### src/hkc_pkg.sv
`timescale 1ns / 1ps
`default_nettype none
// ----------------------------------------------------------------------------
// Half-width katakana converter package
// Shared types, code constants and the kana lookup tables.
// ----------------------------------------------------------------------------
package hkc_pkg;

  localparam int unsigned QUEUE_DEPTH = 2;

  localparam logic [15:0] HIRA_FIRST  = 16'h3041;
  localparam logic [15:0] HIRA_LAST   = 16'h3096;
  localparam logic [15:0] HIRA_SHIFT  = 16'h0060;
  localparam logic [15:0] KATA_FIRST  = 16'h30A1;
  localparam logic [15:0] KATA_LAST   = 16'h30F6;
  localparam logic [15:0] MARK_VOICED = 16'hFF9E;
  localparam logic [15:0] MARK_SEMI   = 16'hFF9F;
  localparam logic [7:0]  HALF_HIGH   = 8'hFF;

  localparam int unsigned KANA_COUNT = 86;
  localparam int unsigned KANA_IDX_W = $clog2(KANA_COUNT);

  typedef enum logic [1:0] {
    MARK_NONE     = 2'd0,
    MARK_DAKU     = 2'd1,
    MARK_HANDAKU  = 2'd2
  } mark_e;

  // one classified word waiting for the back end
  typedef struct packed {
    logic [15:0] unit;
    mark_e       mark;
    logic        eot;
  } q_word_t;

  // low byte of the half-width base; high byte is always 0xFF
  localparam logic [7:0] KANA_BASE [KANA_COUNT] = '{
    8'h67, 8'h71, 8'h68, 8'h72, 8'h69, 8'h73, 8'h6A, 8'h74, 8'h6B, 8'h75,
    8'h76, 8'h76, 8'h77, 8'h77, 8'h78, 8'h78, 8'h79, 8'h79, 8'h7A, 8'h7A,
    8'h7B, 8'h7B, 8'h7C, 8'h7C, 8'h7D, 8'h7D, 8'h7E, 8'h7E, 8'h7F, 8'h7F,
    8'h80, 8'h80, 8'h81, 8'h81, 8'h6F, 8'h82, 8'h82, 8'h83, 8'h83, 8'h84, 8'h84,
    8'h85, 8'h86, 8'h87, 8'h88, 8'h89,
    8'h8A, 8'h8A, 8'h8A, 8'h8B, 8'h8B, 8'h8B, 8'h8C, 8'h8C, 8'h8C,
    8'h8D, 8'h8D, 8'h8D, 8'h8E, 8'h8E, 8'h8E,
    8'h8F, 8'h90, 8'h91, 8'h92, 8'h93,
    8'h6C, 8'h94, 8'h6D, 8'h95, 8'h6E, 8'h96,
    8'h97, 8'h98, 8'h99, 8'h9A, 8'h9B,
    8'h9C, 8'h9C, 8'h72, 8'h74, 8'h66,
    8'h9D, 8'h73, 8'h76, 8'h79
  };

  localparam mark_e KANA_MARK [KANA_COUNT] = '{
    MARK_NONE, MARK_NONE, MARK_NONE, MARK_NONE, MARK_NONE,
    MARK_NONE, MARK_NONE, MARK_NONE, MARK_NONE, MARK_NONE,
    MARK_NONE, MARK_DAKU, MARK_NONE, MARK_DAKU, MARK_NONE,
    MARK_DAKU, MARK_NONE, MARK_DAKU, MARK_NONE, MARK_DAKU,
    MARK_NONE, MARK_DAKU, MARK_NONE, MARK_DAKU, MARK_NONE,
    MARK_DAKU, MARK_NONE, MARK_DAKU, MARK_NONE, MARK_DAKU,
    MARK_NONE, MARK_DAKU, MARK_NONE, MARK_DAKU, MARK_NONE,
    MARK_NONE, MARK_DAKU, MARK_NONE, MARK_DAKU, MARK_NONE, MARK_DAKU,
    MARK_NONE, MARK_NONE, MARK_NONE, MARK_NONE, MARK_NONE,
    MARK_NONE, MARK_DAKU, MARK_HANDAKU, MARK_NONE, MARK_DAKU, MARK_HANDAKU,
    MARK_NONE, MARK_DAKU, MARK_HANDAKU,
    MARK_NONE, MARK_DAKU, MARK_HANDAKU, MARK_NONE, MARK_DAKU, MARK_HANDAKU,
    MARK_NONE, MARK_NONE, MARK_NONE, MARK_NONE, MARK_NONE,
    MARK_NONE, MARK_NONE, MARK_NONE, MARK_NONE, MARK_NONE, MARK_NONE,
    MARK_NONE, MARK_NONE, MARK_NONE, MARK_NONE, MARK_NONE,
    MARK_NONE, MARK_NONE, MARK_NONE, MARK_NONE, MARK_NONE,
    MARK_NONE, MARK_DAKU, MARK_NONE, MARK_NONE
  };

  // half-width form of a symbol, or the unit itself when it is not one
  function automatic logic [15:0] symbol_form(input logic [15:0] u);
    logic [15:0] r;
    case (u)
      16'h30FC: r = 16'hFF70;
      16'h30FB: r = 16'hFF65;
      16'h300C: r = 16'hFF62;
      16'h300D: r = 16'hFF63;
      16'h3001: r = 16'hFF64;
      16'h3002: r = 16'hFF61;
      16'h309B: r = MARK_VOICED;
      16'h309C: r = MARK_SEMI;
      default:  r = u;
    endcase
    return r;
  endfunction

endpackage
`default_nettype wire

### src/hkc_front.sv
`timescale 1ns / 1ps
`default_nettype none
// ----------------------------------------------------------------------------
// Front end
// Accepts input words while the queue has room and classifies them into a
// base unit plus an optional sound mark.
// ----------------------------------------------------------------------------
module hkc_front (
  input  wire logic            in_valid_i,
  output logic                 in_stall_o,
  input  wire logic [15:0]     code_unit_i,
  input  wire logic            end_of_text_i,
  input  wire logic            q_full_i,
  output logic                 push_o,
  output hkc_pkg::q_word_t     word_o
);
  import hkc_pkg::*;

  logic [15:0]           unit_k;
  logic                  is_kata;
  logic [KANA_IDX_W-1:0] idx;

  assign in_stall_o = q_full_i;
  assign push_o     = in_valid_i && !q_full_i;

  always_comb begin
    // hiragana moves up into the katakana block first
    if (code_unit_i >= HIRA_FIRST && code_unit_i <= HIRA_LAST) begin
      unit_k = code_unit_i + HIRA_SHIFT;
    end else begin
      unit_k = code_unit_i;
    end
    is_kata = (unit_k >= KATA_FIRST) && (unit_k <= KATA_LAST);
    idx     = KANA_IDX_W'(unit_k - KATA_FIRST);

    word_o.eot = end_of_text_i;
    if (is_kata) begin
      word_o.unit = {HALF_HIGH, KANA_BASE[idx]};
      word_o.mark = KANA_MARK[idx];
    end else begin
      word_o.unit = symbol_form(unit_k);
      word_o.mark = MARK_NONE;
    end
  end

endmodule
`default_nettype wire

### src/hkc_queue.sv
`timescale 1ns / 1ps
`default_nettype none
// ----------------------------------------------------------------------------
// Word queue
// Small FIFO between front and back end so each side stalls on its own.
// ----------------------------------------------------------------------------
module hkc_queue #(
  parameter int unsigned Depth = hkc_pkg::QUEUE_DEPTH
) (
  input  wire logic             clk_i,
  input  wire logic             rst_ni,
  input  wire logic             push_i,
  input  wire hkc_pkg::q_word_t wdata_i,
  input  wire logic             pop_i,
  output logic                  full_o,
  output logic                  valid_o,
  output hkc_pkg::q_word_t      rdata_o
);
  import hkc_pkg::*;

  localparam int unsigned PtrW = (Depth > 1) ? $clog2(Depth) : 1;
  localparam int unsigned CntW = $clog2(Depth + 1);

  q_word_t         mem_q [Depth];
  logic [PtrW-1:0] wr_ptr_q, wr_ptr_d;
  logic [PtrW-1:0] rd_ptr_q, rd_ptr_d;
  logic [CntW-1:0] count_q, count_d;

  assign full_o  = (count_q == CntW'(Depth));
  assign valid_o = (count_q != '0);
  assign rdata_o = mem_q[rd_ptr_q];

  always_comb begin
    wr_ptr_d = wr_ptr_q;
    rd_ptr_d = rd_ptr_q;
    count_d  = count_q;
    if (push_i) begin
      wr_ptr_d = (wr_ptr_q == PtrW'(Depth - 1)) ? '0 : wr_ptr_q + 1'b1;
    end
    if (pop_i) begin
      rd_ptr_d = (rd_ptr_q == PtrW'(Depth - 1)) ? '0 : rd_ptr_q + 1'b1;
    end
    if (push_i && !pop_i) begin
      count_d = count_q + 1'b1;
    end else if (pop_i && !push_i) begin
      count_d = count_q - 1'b1;
    end
  end

  always_ff @(posedge clk_i or negedge rst_ni) begin
    if (!rst_ni) begin
      wr_ptr_q <= '0;
      rd_ptr_q <= '0;
      count_q  <= '0;
    end else begin
      wr_ptr_q <= wr_ptr_d;
      rd_ptr_q <= rd_ptr_d;
      count_q  <= count_d;
    end
  end

  always_ff @(posedge clk_i) begin
    if (push_i) begin
      mem_q[wr_ptr_q] <= wdata_i;
    end
  end

  a_no_overflow: assert property (@(posedge clk_i) disable iff (!rst_ni)
    full_o |-> !push_i)
    else $error("queue written while full");

  a_no_underflow: assert property (@(posedge clk_i) disable iff (!rst_ni)
    pop_i |-> valid_o)
    else $error("queue popped while empty");

  a_count_up: assert property (@(posedge clk_i) disable iff (!rst_ni)
    (push_i && !pop_i) |=> (count_q == $past(count_q) + 1'b1))
    else $error("queue count lost a push");

  a_count_down: assert property (@(posedge clk_i) disable iff (!rst_ni)
    (pop_i && !push_i) |=> (count_q == $past(count_q) - 1'b1))
    else $error("queue count lost a pop");

endmodule
`default_nettype wire

### src/hkc_back.sv
`timescale 1ns / 1ps
`default_nettype none
// ----------------------------------------------------------------------------
// Back end
// Drains the queue into the output register; a voiced word goes out as the
// base followed by its sound mark.
// ----------------------------------------------------------------------------
module hkc_back (
  input  wire logic             clk_i,
  input  wire logic             rst_ni,
  input  wire logic             q_valid_i,
  input  wire hkc_pkg::q_word_t q_word_i,
  output logic                  pop_o,
  output logic                  out_valid_o,
  input  wire logic             out_stall_i,
  output logic [15:0]           out_unit_o,
  output logic                  last_of_run_o,
  output logic                  text_done_o
);
  import hkc_pkg::*;

  logic        valid_q, valid_d;
  logic        pend_q, pend_d;
  logic [15:0] unit_q, unit_d;
  logic        last_q, last_d;
  logic        done_q, done_d;
  logic [15:0] pend_unit_q, pend_unit_d;
  logic        pend_eot_q, pend_eot_d;
  logic [15:0] mark_unit;
  logic        load;

  assign load  = !valid_q || !out_stall_i;
  assign pop_o = load && !pend_q && q_valid_i;

  always_comb begin
    case (q_word_i.mark)
      MARK_DAKU:    mark_unit = MARK_VOICED;
      MARK_HANDAKU: mark_unit = MARK_SEMI;
      default:      mark_unit = MARK_VOICED;
    endcase
  end

  always_comb begin
    valid_d     = valid_q;
    pend_d      = pend_q;
    unit_d      = unit_q;
    last_d      = last_q;
    done_d      = done_q;
    pend_unit_d = pend_unit_q;
    pend_eot_d  = pend_eot_q;
    if (load) begin
      if (pend_q) begin
        valid_d = 1'b1;
        pend_d  = 1'b0;
        unit_d  = pend_unit_q;
        last_d  = 1'b1;
        done_d  = pend_eot_q;
      end else if (q_valid_i) begin
        valid_d = 1'b1;
        unit_d  = q_word_i.unit;
        if (q_word_i.mark == MARK_NONE) begin
          last_d = 1'b1;
          done_d = q_word_i.eot;
        end else begin
          // base goes now; mark word waits in pend_unit_q until the output register is free
          last_d      = 1'b0;
          done_d      = 1'b0;
          pend_d      = 1'b1;
          pend_unit_d = mark_unit;
          pend_eot_d  = q_word_i.eot;
        end
      end else begin
        valid_d = 1'b0;
      end
    end
  end

  always_ff @(posedge clk_i or negedge rst_ni) begin
    if (!rst_ni) begin
      valid_q <= 1'b0;
      pend_q  <= 1'b0;
    end else begin
      valid_q <= valid_d;
      pend_q  <= pend_d;
    end
  end

  always_ff @(posedge clk_i) begin
    unit_q      <= unit_d;
    last_q      <= last_d;
    done_q      <= done_d;
    pend_unit_q <= pend_unit_d;
    pend_eot_q  <= pend_eot_d;
  end

  assign out_valid_o   = valid_q;
  assign out_unit_o    = unit_q;
  assign last_of_run_o = last_q;
  assign text_done_o   = done_q;

  a_pend_has_base: assert property (@(posedge clk_i) disable iff (!rst_ni)
    pend_q |-> (valid_q && !last_q))
    else $error("pending mark without its base word on the output");

  a_first_has_pend: assert property (@(posedge clk_i) disable iff (!rst_ni)
    (valid_q && !last_q) |-> pend_q)
    else $error("non-final word with nothing to follow");

  a_done_on_last: assert property (@(posedge clk_i) disable iff (!rst_ni)
    (valid_q && done_q) |-> last_q)
    else $error("text_done on a non-final word");

  a_no_pop_pending: assert property (@(posedge clk_i) disable iff (!rst_ni)
    pend_q |-> !pop_o)
    else $error("queue popped while a mark word is pending");

endmodule
`default_nettype wire

### src/halfwidth_katakana_converter_top.sv
`timescale 1ns / 1ps
`default_nettype none
// ----------------------------------------------------------------------------
// Half-width katakana converter
// Converts a stream of UTF-16 code units, one per word, to half-width
// katakana.
//
// Input channel: in_valid_i / in_stall_o with code_unit_i and end_of_text_i.
// Output channel: out_valid_o / out_stall_i with out_unit_o, last_of_run_o
// and text_done_o. A word moves at an edge with valid high and stall low.
// Each input word gives one output word, or two for voiced and semi-voiced
// kana (base, then the sound mark); last_of_run_o marks the final one and
// text_done_o carries end_of_text_i onto it.
// Path: an input word is written into the word queue, then loaded into the
// output register. Throughput: one input word per cycle while in_stall_o
// is low; a voiced kana holds the output register for base and mark, the
// word queue (QueueDepth entries) takes the extra words until it is full.
// Reset empties the queue and the output register; no words are pending.
// While out_stall_i is high the output word holds and input keeps flowing
// until the queue fills.
// ----------------------------------------------------------------------------
module halfwidth_katakana_converter_top #(
  parameter int unsigned QueueDepth = hkc_pkg::QUEUE_DEPTH
) (
  input  wire logic        clk_i,
  input  wire logic        rst_ni,
  input  wire logic        in_valid_i,
  output logic             in_stall_o,
  input  wire logic [15:0] code_unit_i,
  input  wire logic        end_of_text_i,
  output logic             out_valid_o,
  input  wire logic        out_stall_i,
  output logic [15:0]      out_unit_o,
  output logic             last_of_run_o,
  output logic             text_done_o
);
  import hkc_pkg::*;

  q_word_t in_word;
  q_word_t head_word;
  logic    push;
  logic    pop;
  logic    q_full;
  logic    q_valid;

  hkc_front u_front (
    .in_valid_i    (in_valid_i),
    .in_stall_o    (in_stall_o),
    .code_unit_i   (code_unit_i),
    .end_of_text_i (end_of_text_i),
    .q_full_i      (q_full),
    .push_o        (push),
    .word_o        (in_word)
  );

  hkc_queue #(
    .Depth (QueueDepth)
  ) u_queue (
    .clk_i   (clk_i),
    .rst_ni  (rst_ni),
    .push_i  (push),
    .wdata_i (in_word),
    .pop_i   (pop),
    .full_o  (q_full),
    .valid_o (q_valid),
    .rdata_o (head_word)
  );

  hkc_back u_back (
    .clk_i         (clk_i),
    .rst_ni        (rst_ni),
    .q_valid_i     (q_valid),
    .q_word_i      (head_word),
    .pop_o         (pop),
    .out_valid_o   (out_valid_o),
    .out_stall_i   (out_stall_i),
    .out_unit_o    (out_unit_o),
    .last_of_run_o (last_of_run_o),
    .text_done_o   (text_done_o)
  );

endmodule
`default_nettype wire
### config.mk
export PLATFORM = sky130hd
export DESIGN_NAME = halfwidth_katakana_converter_top
export DESIGN_NICKNAME = d
export VERILOG_FILES = /design/src/hkc_pkg.sv /design/src/hkc_front.sv /design/src/hkc_queue.sv /design/src/hkc_back.sv /design/src/halfwidth_katakana_converter_top.sv
export SDC_FILE = /design/constraint.sdc
export NUM_CORES = 1
export LEC_CHECK = 0
export ABC_CLOCK_PERIOD_IN_PS = 2700
export BUFFER_PORTS_ARGS = -buffer_cell sky130_fd_sc_hd__buf_2
export CAP_MARGIN = 25
export CORE_MARGIN = 10
export CORE_UTILIZATION = 42
export DETAILED_ROUTE_END_ITERATION = 6
export HOLD_SLACK_MARGIN = 0.03
export RECOVER_POWER = 100
export SYNTH_ARGS = -nofsm -noshare
export SYNTH_HDL_FRONTEND = slang
export SYNTH_HIERARCHICAL = 1
export SYNTH_SLANG_ARGS = --single-unit
### constraint.sdc
create_clock -name clk_i -period 2.7 [get_ports clk_i]
set_input_delay 0.27 -clock clk_i [delete_from_list [all_inputs] [get_ports clk_i]]
set_output_delay 0.27 -clock clk_i [all_outputs]
set_load 0.01 [all_outputs]
==> results of run 1 <==
## area by class of cell
| cell class | instances | area, um^2 |
|---|---|---|
| Fill cell | 1004 | 5119 |
| Multi-Input combinational cell | 326 | 2422 |
| Sequential cell | 64 | 1892 |
| Timing Repair Buffer | 141 | 920.9 |
| Tap cell | 140 | 175.2 |
| Clock buffer | 12 | 135.1 |
| Clock inverter | 4 | 68.82 |
| Inverter | 16 | 60.06 |
## power groups by stage
| stage | registers, W | logic (W) | clock network, W |
|---|---|---|---|
| after CTS | 0.00162 | 0.00150 | 0.000874 |
| after floorplan | 0.00167 | 0.000991 | 0 |
| after global routing | 0.00165 | 0.00144 | 0.000936 |
| final | 0.00162 | 0.00131 | 0.000854 |
| after global placement | 0.00161 | 0.00148 | 0 |
| after detailed placement | 0.00163 | 0.00150 | 0 |
## through the flow
stage          utilization  setup TNS [ns]  hold WS (ns)
2_1_floorplan            -               0      -0.02559
3_3_place_gp        0.5175          -1.638       0.09920
3_5_place_dp        0.5175          -1.910       0.09919
4_1_cts             0.5373               0        0.1184
5_1_grt             0.5257               0        0.1596
6_report            0.5257               0        0.1538
## worst min-delay path by stage
| stage | startpoint | to |
|---|---|---|
| global placement | rst_ni | u_queue/wr_ptr_q |
| floorplan | rst_ni | u_back/out_valid_o |
| finish | end_of_text_i | u_queue/mem_q[0][0] |
| CTS | end_of_text_i | u_queue/mem_q[0][0] |
| detailed placement | rst_ni | u_queue/wr_ptr_q |
| global route | end_of_text_i | u_queue/mem_q[0][0] |
## repair_timing
action                                 CTS  global route
gates resized for setup                  0             2
setup endpoints to repair                0             4
endpoints found under the hold margin    6             0
hold buffers                             1             0
## critical path: stages
cell	delay, ns
buf_2	0.12
inv_1	0.09
ha_1	0.19
nor4b_4	0.37
clkbuf_4	0.23
a31oi_1	0.09
or4_1	0.46
o2111ai_2	0.16
o21ai_2	0.17
or3_1	0.42
## metal layers
| layer | GRT usage | routed length (um) |
|---|---|---|
| met5 | 0 | 0 |
| met4 | 0.07539 | 408 |
| met3 | 0.03191 | 583 |
| met2 | 0.2599 | 6101 |
| met1 | 0.1966 | 5651 |
## cells in the final DEF (no fill, tap or decap), types with 5 or more instances in the layout
master and n:
clkbuf_8 9, or3_1 10, edfxtp_1 58, nor2b_1 5, buf_2 16, ha_1 15
buf_4 91, mux2_1 16, o211ai_1 16, inv_1 15, nand3_1 13, dfrtp_1 6
xnor2_1 5, a31oi_1 7, a21oi_1 20, o21ai_0 18, o22ai_1 7, xor2_1 5
clkbuf_1 33, nor2_1 30, nor3_1 9, nand2_1 31, or2_2 14
## cell families after synthesis
group           Yosys count  synth area share
fa+ha+maj                15           0.04088
compound gates          125            0.2041
flops                    64            0.4121
buf+inv                  47           0.04879
mux                      26           0.08340
simple gates            149            0.1897
xor+xnor                 11           0.02099
==> results.sh, run 1 <==
export IMPL_floorplan_die_area_mm2=0.01551
export IMPL_dp_hpwl_mm=9.964
export IMPL_sequentialPowerShare=0.428
export IMPL_max_vdd_ir_drop_v=0.0007355
export IMPL_grt_pass1_vias=3974
export IMPL_fmax_mhz=401.2
export IMPL_internal_power_w=0.002571
export IMPL_clk_pin_slew_ns=0.06
export IMPL_dr_first_iter_drc_count=404
export IMPL_die_height_um=124.5
export IMPL_post_place_cells=686
export IMPL_antenna_found_initial=0
export IMPL_largest_register_ff_count=38
export IMPL_worst_path_max_fanout=9
export IMPL_layout_area_overhead_vs_synth_pct=23.60
export IMPL_clock_tree_buffer_depth=2
export IMPL_setup_worst_path_end="u_queue/mem_q[1][17]"
export IMPL_worst_path_required_ns=2.77
export IMPL_hold_depth=1
export IMPL_period_needed_ns=2.492
export IMPL_outcome="complete, no violations"
export IMPL_cts_sinks=64
export IMPL_setup_reg_to_reg_worst_slack_ns=0.42
export IMPL_largest_net_degree_at_the_start_of_global_routing=24
export IMPL_post_synth_top_area_fraction=0.3794
export IMPL_reg2reg_to="u_back/pend_eot_q"
export IMPL_postSynthRegisterBits=64
export IMPL_worst_setup_path_start_kind="primary input"
export IMPL_cts_htree_levels=3
export IMPL_worst_hold_path_type="primary input to flop"
export IMPL_cts_tree="done"
export IMPL_leakagePower_nw=2.141
export IMPL_drtAntennaViolNets=0
export IMPL_detail_route_wl_per_cell_um=18.13
export IMPL_synth_top_area_cell="edfxtp_1"
export IMPL_synth_edff_count=58
export IMPL_worstMarginPinSlew_ns=1.244
export IMPL_place_port_buffers=40
export IMPL_logic_gate_share_of_total_power=0.346
export IMPL_timing_critical_path_arrival_ns=2.56
export IMPL_powerDensity_mw_per_mm2=666.1
export IMPL_grt_overflow=0
export IMPL_post_place_worst_slack_ns=-0.1870
export IMPL_synth_seq_area_share=0.4121
export IMPL_pwr_share_clk=0.226
export IMPL_mappedNetlistArea_mm2=0.004591
export IMPL_ys_dominant_reg_cell="edfxtp_1"
export IMPL_drt_wl_total_mm=12.74
export IMPL_cts_root_buffer="clkbuf_8"
export IMPL_total_power_w=0.003779
export IMPL_power_switching_fraction=0.3198
export IMPL_slew_viol_final=0
export IMPL_syn_nets=473
export IMPL_post_synth_top_count_cell="edfxtp_1"
export IMPL_die_width_um=124.5
export IMPL_async_set_or_reset_register_ratio_after_synthesis=0.09375
export IMPL_globalplace_congestion=0.9223
export IMPL_yosysWarningCount=6
export IMPL_vias_per_cell=5.661
export IMPL_layout_worst_path_cycle_share=0.9231
export IMPL_timing_reg2reg_worst_path_depth=4
export IMPL_nNetsFinal=594
export IMPL_worst_setup_path_type="primary input to flop"
export IMPL_distinct_cell_type_count_after_synthesis=83
export IMPL_detailed_place_area_mm2=0.005585
export IMPL_hold_viol=0
export IMPL_num_vias=3980
export IMPL_numCtsBuffers=9
export IMPL_initial_utilization=0.4253
export IMPL_final_layout_size_suffix_gt1_frac=0.2984
export IMPL_setup_worst_path_start="code_unit_i[1]"
export IMPL_worstSetupEndpointType="flop"
export IMPL_track_usage=0.1592
export IMPL_drt_pass1_iterations=5
export IMPL_post_layout_nonfiller_instances=703
export IMPL_rsz0062_at_grt="false"
export IMPL_row_count=38
export IMPL_synth_top_cells_by_area="edfxtp_1 (38%), mux2_4 (6.2%), ha_1 (4.1%), dfrtp_1 (3.3%), o211ai_1 (2.6%)"
export IMPL_skew_ns=0.003749
export IMPL_finalSetupViolations=0
export IMPL_max_flop_register="u_queue/mem_q"
export IMPL_io_pins=41
export IMPL_first_pass_grt_wire_length_mm=20.51
export IMPL_power_switching_w=0.001209
export IMPL_postCtsSetupRepairBufs=0
export IMPL_clock_insertion_delay_worst_skew_ns=0.34
export IMPL_n_antenna_cell=0
export IMPL_detail_route_drc_violations=0
export IMPL_crit_reg2reg_launch="u_queue/rd_ptr_q"
export IMPL_postSynthCellCount=437
export IMPL_max_cap_viol=0
export IMPL_relSlewSlack=0.1708
export IMPL_final_setup_worst_slack_ns=0.2076
export IMPL_placeableCoreArea_mm2=0.01079
export IMPL_finalInstanceArea_mm2=0.005674
export IMPL_synth_top_cells_by_count="edfxtp_1 (58), nand2_1 (31), nor2_1 (30), a21oi_1 (20), mux2_4 (19)"
export IMPL_syn_area_per_cell_um2=10.50
Note: power is estimated with default switching activity, not from simulation.
==> run 2: changes to the inputs <==
MAX_ROUTING_LAYER = met4   (was not set)
SYNTH_HIERARCHICAL = not set   (was 1)
==> results.sh, run 2 <==
export IMPL_final_common_cell="buf_4"
export IMPL_worst_hold_path_type="primary input to flop"
export IMPL_setup_reg_to_reg_worst_slack_ns=0.63
export IMPL_cts_sinks=64
export IMPL_synth_top_area_cell="edfxtp_1"
export IMPL_dr_first_iter_drc_count=297
export IMPL_worstSetupEndpointType="flop"
export IMPL_fmax_mhz=382.4
export IMPL_nNetsFinal=559
export IMPL_post_synth_top_area_fraction=0.4062
export IMPL_cts_htree_levels=3
export IMPL_worstMarginPinSlew_ns=1.250
export IMPL_clock_tree_buffer_depth=2
export IMPL_pwr_share_clk=0.211
export IMPL_cts_root_buffer="clkbuf_8"
export IMPL_leakagePower_nw=2.092
export IMPL_slew_viol_final=0
export IMPL_placeableCoreArea_mm2=0.009864
export IMPL_hold_viol=0
export IMPL_hold_depth=1
export IMPL_detail_route_drc_violations=0
export IMPL_layout_area_overhead_vs_synth_pct=25.33
export IMPL_max_cap_viol=0
export IMPL_finalSetupViolations=0
export IMPL_vias_per_cell=5.589
export IMPL_worst_path_required_ns=2.89
export IMPL_grt_pass1_vias=3545
export IMPL_timing_reg2reg_worst_path_depth=3
export IMPL_ys_dominant_reg_cell="edfxtp_1"
export IMPL_globalplace_congestion=0.9230
export IMPL_numCtsBuffers=9
export IMPL_max_vdd_ir_drop_v=0.0004328
export IMPL_logic_gate_share_of_total_power=0.344
export IMPL_yosysWarningCount=0
export IMPL_postSynthRegisterBits=64
export IMPL_power_switching_w=0.001202
export IMPL_synth_edff_count=58
export IMPL_drt_wl_total_mm=10.94
export IMPL_fin_setup_tns_ns=0
export IMPL_hold_end="u_queue.mem_q[0][0]"
export IMPL_rsz0062_at_grt="false"
export IMPL_clock_insertion_delay_worst_skew_ns=0.33
export IMPL_initial_utilization=0.4347
export IMPL_post_layout_nonfiller_instances=660
export IMPL_power_switching_fraction=0.3332
export IMPL_detail_route_wl_per_cell_um=16.57
export IMPL_largest_net_degree_at_the_start_of_global_routing=19
export IMPL_final_core_util=0.5448
export IMPL_period_needed_ns=2.615
export IMPL_largest_register_ff_count=38
export IMPL_row_count=36
export IMPL_final_setup_worst_slack_ns=0.08508
export IMPL_grt_overflow=0
export IMPL_drt_pass1_iterations=5
export IMPL_n_antenna_cell=0
export IMPL_postSynthCellCount=414
export IMPL_holdWs_ns=0.1386
export IMPL_track_usage=0.1553
export IMPL_layout_worst_path_cycle_share=0.9685
export IMPL_distinct_cell_type_count_after_synthesis=66
export IMPL_floorplan_die_area_mm2=0.01465
export IMPL_post_place_worst_slack_ns=-0.2712
export IMPL_synth_top_cells_by_count="edfxtp_1 (58), nand2_1 (42), mux2i_1 (27), o21ai_0 (27), clkbuf_1 (21)"
export IMPL_synth_top_cells_by_area="edfxtp_1 (41%), mux2i_1 (6.3%), ha_1 (4.7%), nand2_1 (3.7%), dfrtp_1 (3.5%)"
export IMPL_timing_critical_path_arrival_ns=2.80
export IMPL_place_port_buffers=40
export IMPL_die_height_um=121.0
export IMPL_syn_nets=451
export IMPL_clk_pin_slew_ns=0.06
export IMPL_powerDensity_mw_per_mm2=671.2
export IMPL_io_pins=41
export IMPL_syn_area_per_cell_um2=10.36
export IMPL_drtAntennaViolNets=0
export IMPL_crit_reg2reg_launch="u_queue.rd_ptr_q"
export IMPL_mappedNetlistArea_mm2=0.004288
export IMPL_relSlewSlack=0.1665
export IMPL_max_flop_register="u_queue.mem_q"
export IMPL_internal_power_w=0.002405
export IMPL_first_pass_grt_wire_length_mm=17.95
export IMPL_sequentialPowerShare=0.445
export IMPL_worst_setup_path_type="primary input to flop"
export IMPL_async_set_or_reset_register_ratio_after_synthesis=0.09375
export IMPL_dp_hpwl_mm=8.598
export IMPL_worst_path_max_fanout=6
export IMPL_die_width_um=121.0
export IMPL_outcome="complete, no violations"
export IMPL_skew_ns=0.007642
export IMPL_num_vias=3689
export IMPL_post_place_cells=643
export IMPL_hold_start="end_of_text_i"
export IMPL_synth_seq_area_share=0.4412
export IMPL_reg2reg_to="u_back.out_unit_o[4]"
export IMPL_worst_setup_path_start_kind="primary input"
export IMPL_mostFrequentLayoutCells="buf_4 (77), edfxtp_1 (58), nand2_1 (42), clkbuf_1 (32), o21ai_0 (27)"
export IMPL_antenna_found_initial=0
export IMPL_post_synth_top_count_cell="edfxtp_1"
export IMPL_cts_tree="done"
export IMPL_final_layout_size_suffix_gt1_frac=0.2676
## run 2: changes by cell type after synthesis, moves of 11 or more
cell / previous run / this run
mux2i_1: 3 / 27
mux2_4: 19 / 1
nor2_1: 30 / 18
a211oi_1: 2 / 13
nand2_1: 31 / 42
or2_2: 14 / 3
## run 2: power groups by stage
stage	Clock (W)	Combinational (W)	Sequential, W
after detailed placement	0	0.00131	0.00162
after global placement	0	0.00130	0.00161
final	0.000760	0.00124	0.00161
after CTS	0.000784	0.00131	0.00160
after floorplan	0	0.000760	0.00167
after global routing	0.000822	0.00139	0.00164
## run 2: logic make-up (layout without fill, tap and decap cells)
kind of cell / Yosys count / in the layout / share of synthesized area
xor gates and xnor gates: 14 / 14 / 0.03035
adders and majority gates: 16 / 16 / 0.04669
and+or+nand+nor: 125 / 125 / 0.1497
DFF: 64 / 64 / 0.4412
AOI/OAI and AO/OA: 113 / 113 / 0.1929
muxes: 36 / 36 / 0.09279
buffers and inverters: 46 / 159 / 0.04639
## run 2: per-stage QoR
step                total power [W]  area (um^2)
floorplan                  0.002429         4355
global placement           0.002911         5229
detailed placement         0.002929         5229
CTS                        0.003697         5426
global route               0.003851         5374
finish                     0.003607         5374
## run 2: area by class of cell
| cell class | count | area (um^2) |
|---|---|---|
| Inverter | 14 | 67.56 |
| Timing Repair Buffer | 129 | 837.1 |
| Multi-Input combinational cell | 304 | 2223 |
| Clock buffer | 10 | 127.6 |
| Sequential cell | 64 | 1892 |
| Clock inverter | 6 | 60.06 |
| Fill cell | 885 | 4491 |
| Tap cell | 133 | 166.4 |
## run 2: routing by layer
| metal | up-vias | part of all wire | wire, um | track usage |
|---|---|---|---|---|
| met3 | 14 | 0.054 | 593 | 0.03071 |
| met4 | 0 | 0.020 | 216 | 0.05505 |
| met5 | - | 0 | 0 | - |
| li1 | 1798 | - | - | - |
| met2 | 111 | 0.47 | 5130 | 0.2398 |
| met1 | 1766 | 0.46 | 4994 | 0.1983 |
## run 2: worst max path at each step
stage / from / endpoint / depth (start not counted) / slack (ns)
after global routing: code_unit_i[0] / u_queue.mem_q[1][4] / 13 / 0.02
after detailed placement: code_unit_i[15] / u_queue.mem_q[1][4] / 10 / -0.27
final: code_unit_i[1] / u_queue.mem_q[0][5] / 13 / 0.09
after global placement: code_unit_i[1] / u_queue.mem_q[0][5] / 13 / -0.22
after CTS: code_unit_i[15] / u_queue.mem_q[1][4] / 10 / 0.08
after floorplan: code_unit_i[0] / u_queue.mem_q[0][13] / 10 / -0.10
## run 2: what timing repair did
item | 4_1_cts | 5_1_grt
gates resized for setup | 0 | 1
hold endpoints to repair | 6 | 0
hold buffers | 1 | 0
setup buffers | 0 | 0
endpoints found under the setup margin | 0 | 9
## run 2: worst max-delay path, cell delays in order
cell      delay, ns
buf_2          0.10
inv_1          0.13
ha_4           0.15
or4b_4         0.48
o22ai_4        0.15
a211oi_4       0.09
buf_4          0.18
xor2_2         0.16
clkbuf_2       0.17
nor3b_1        0.15
o311ai_0       0.41
buf_4          0.19
o211a_1        0.16
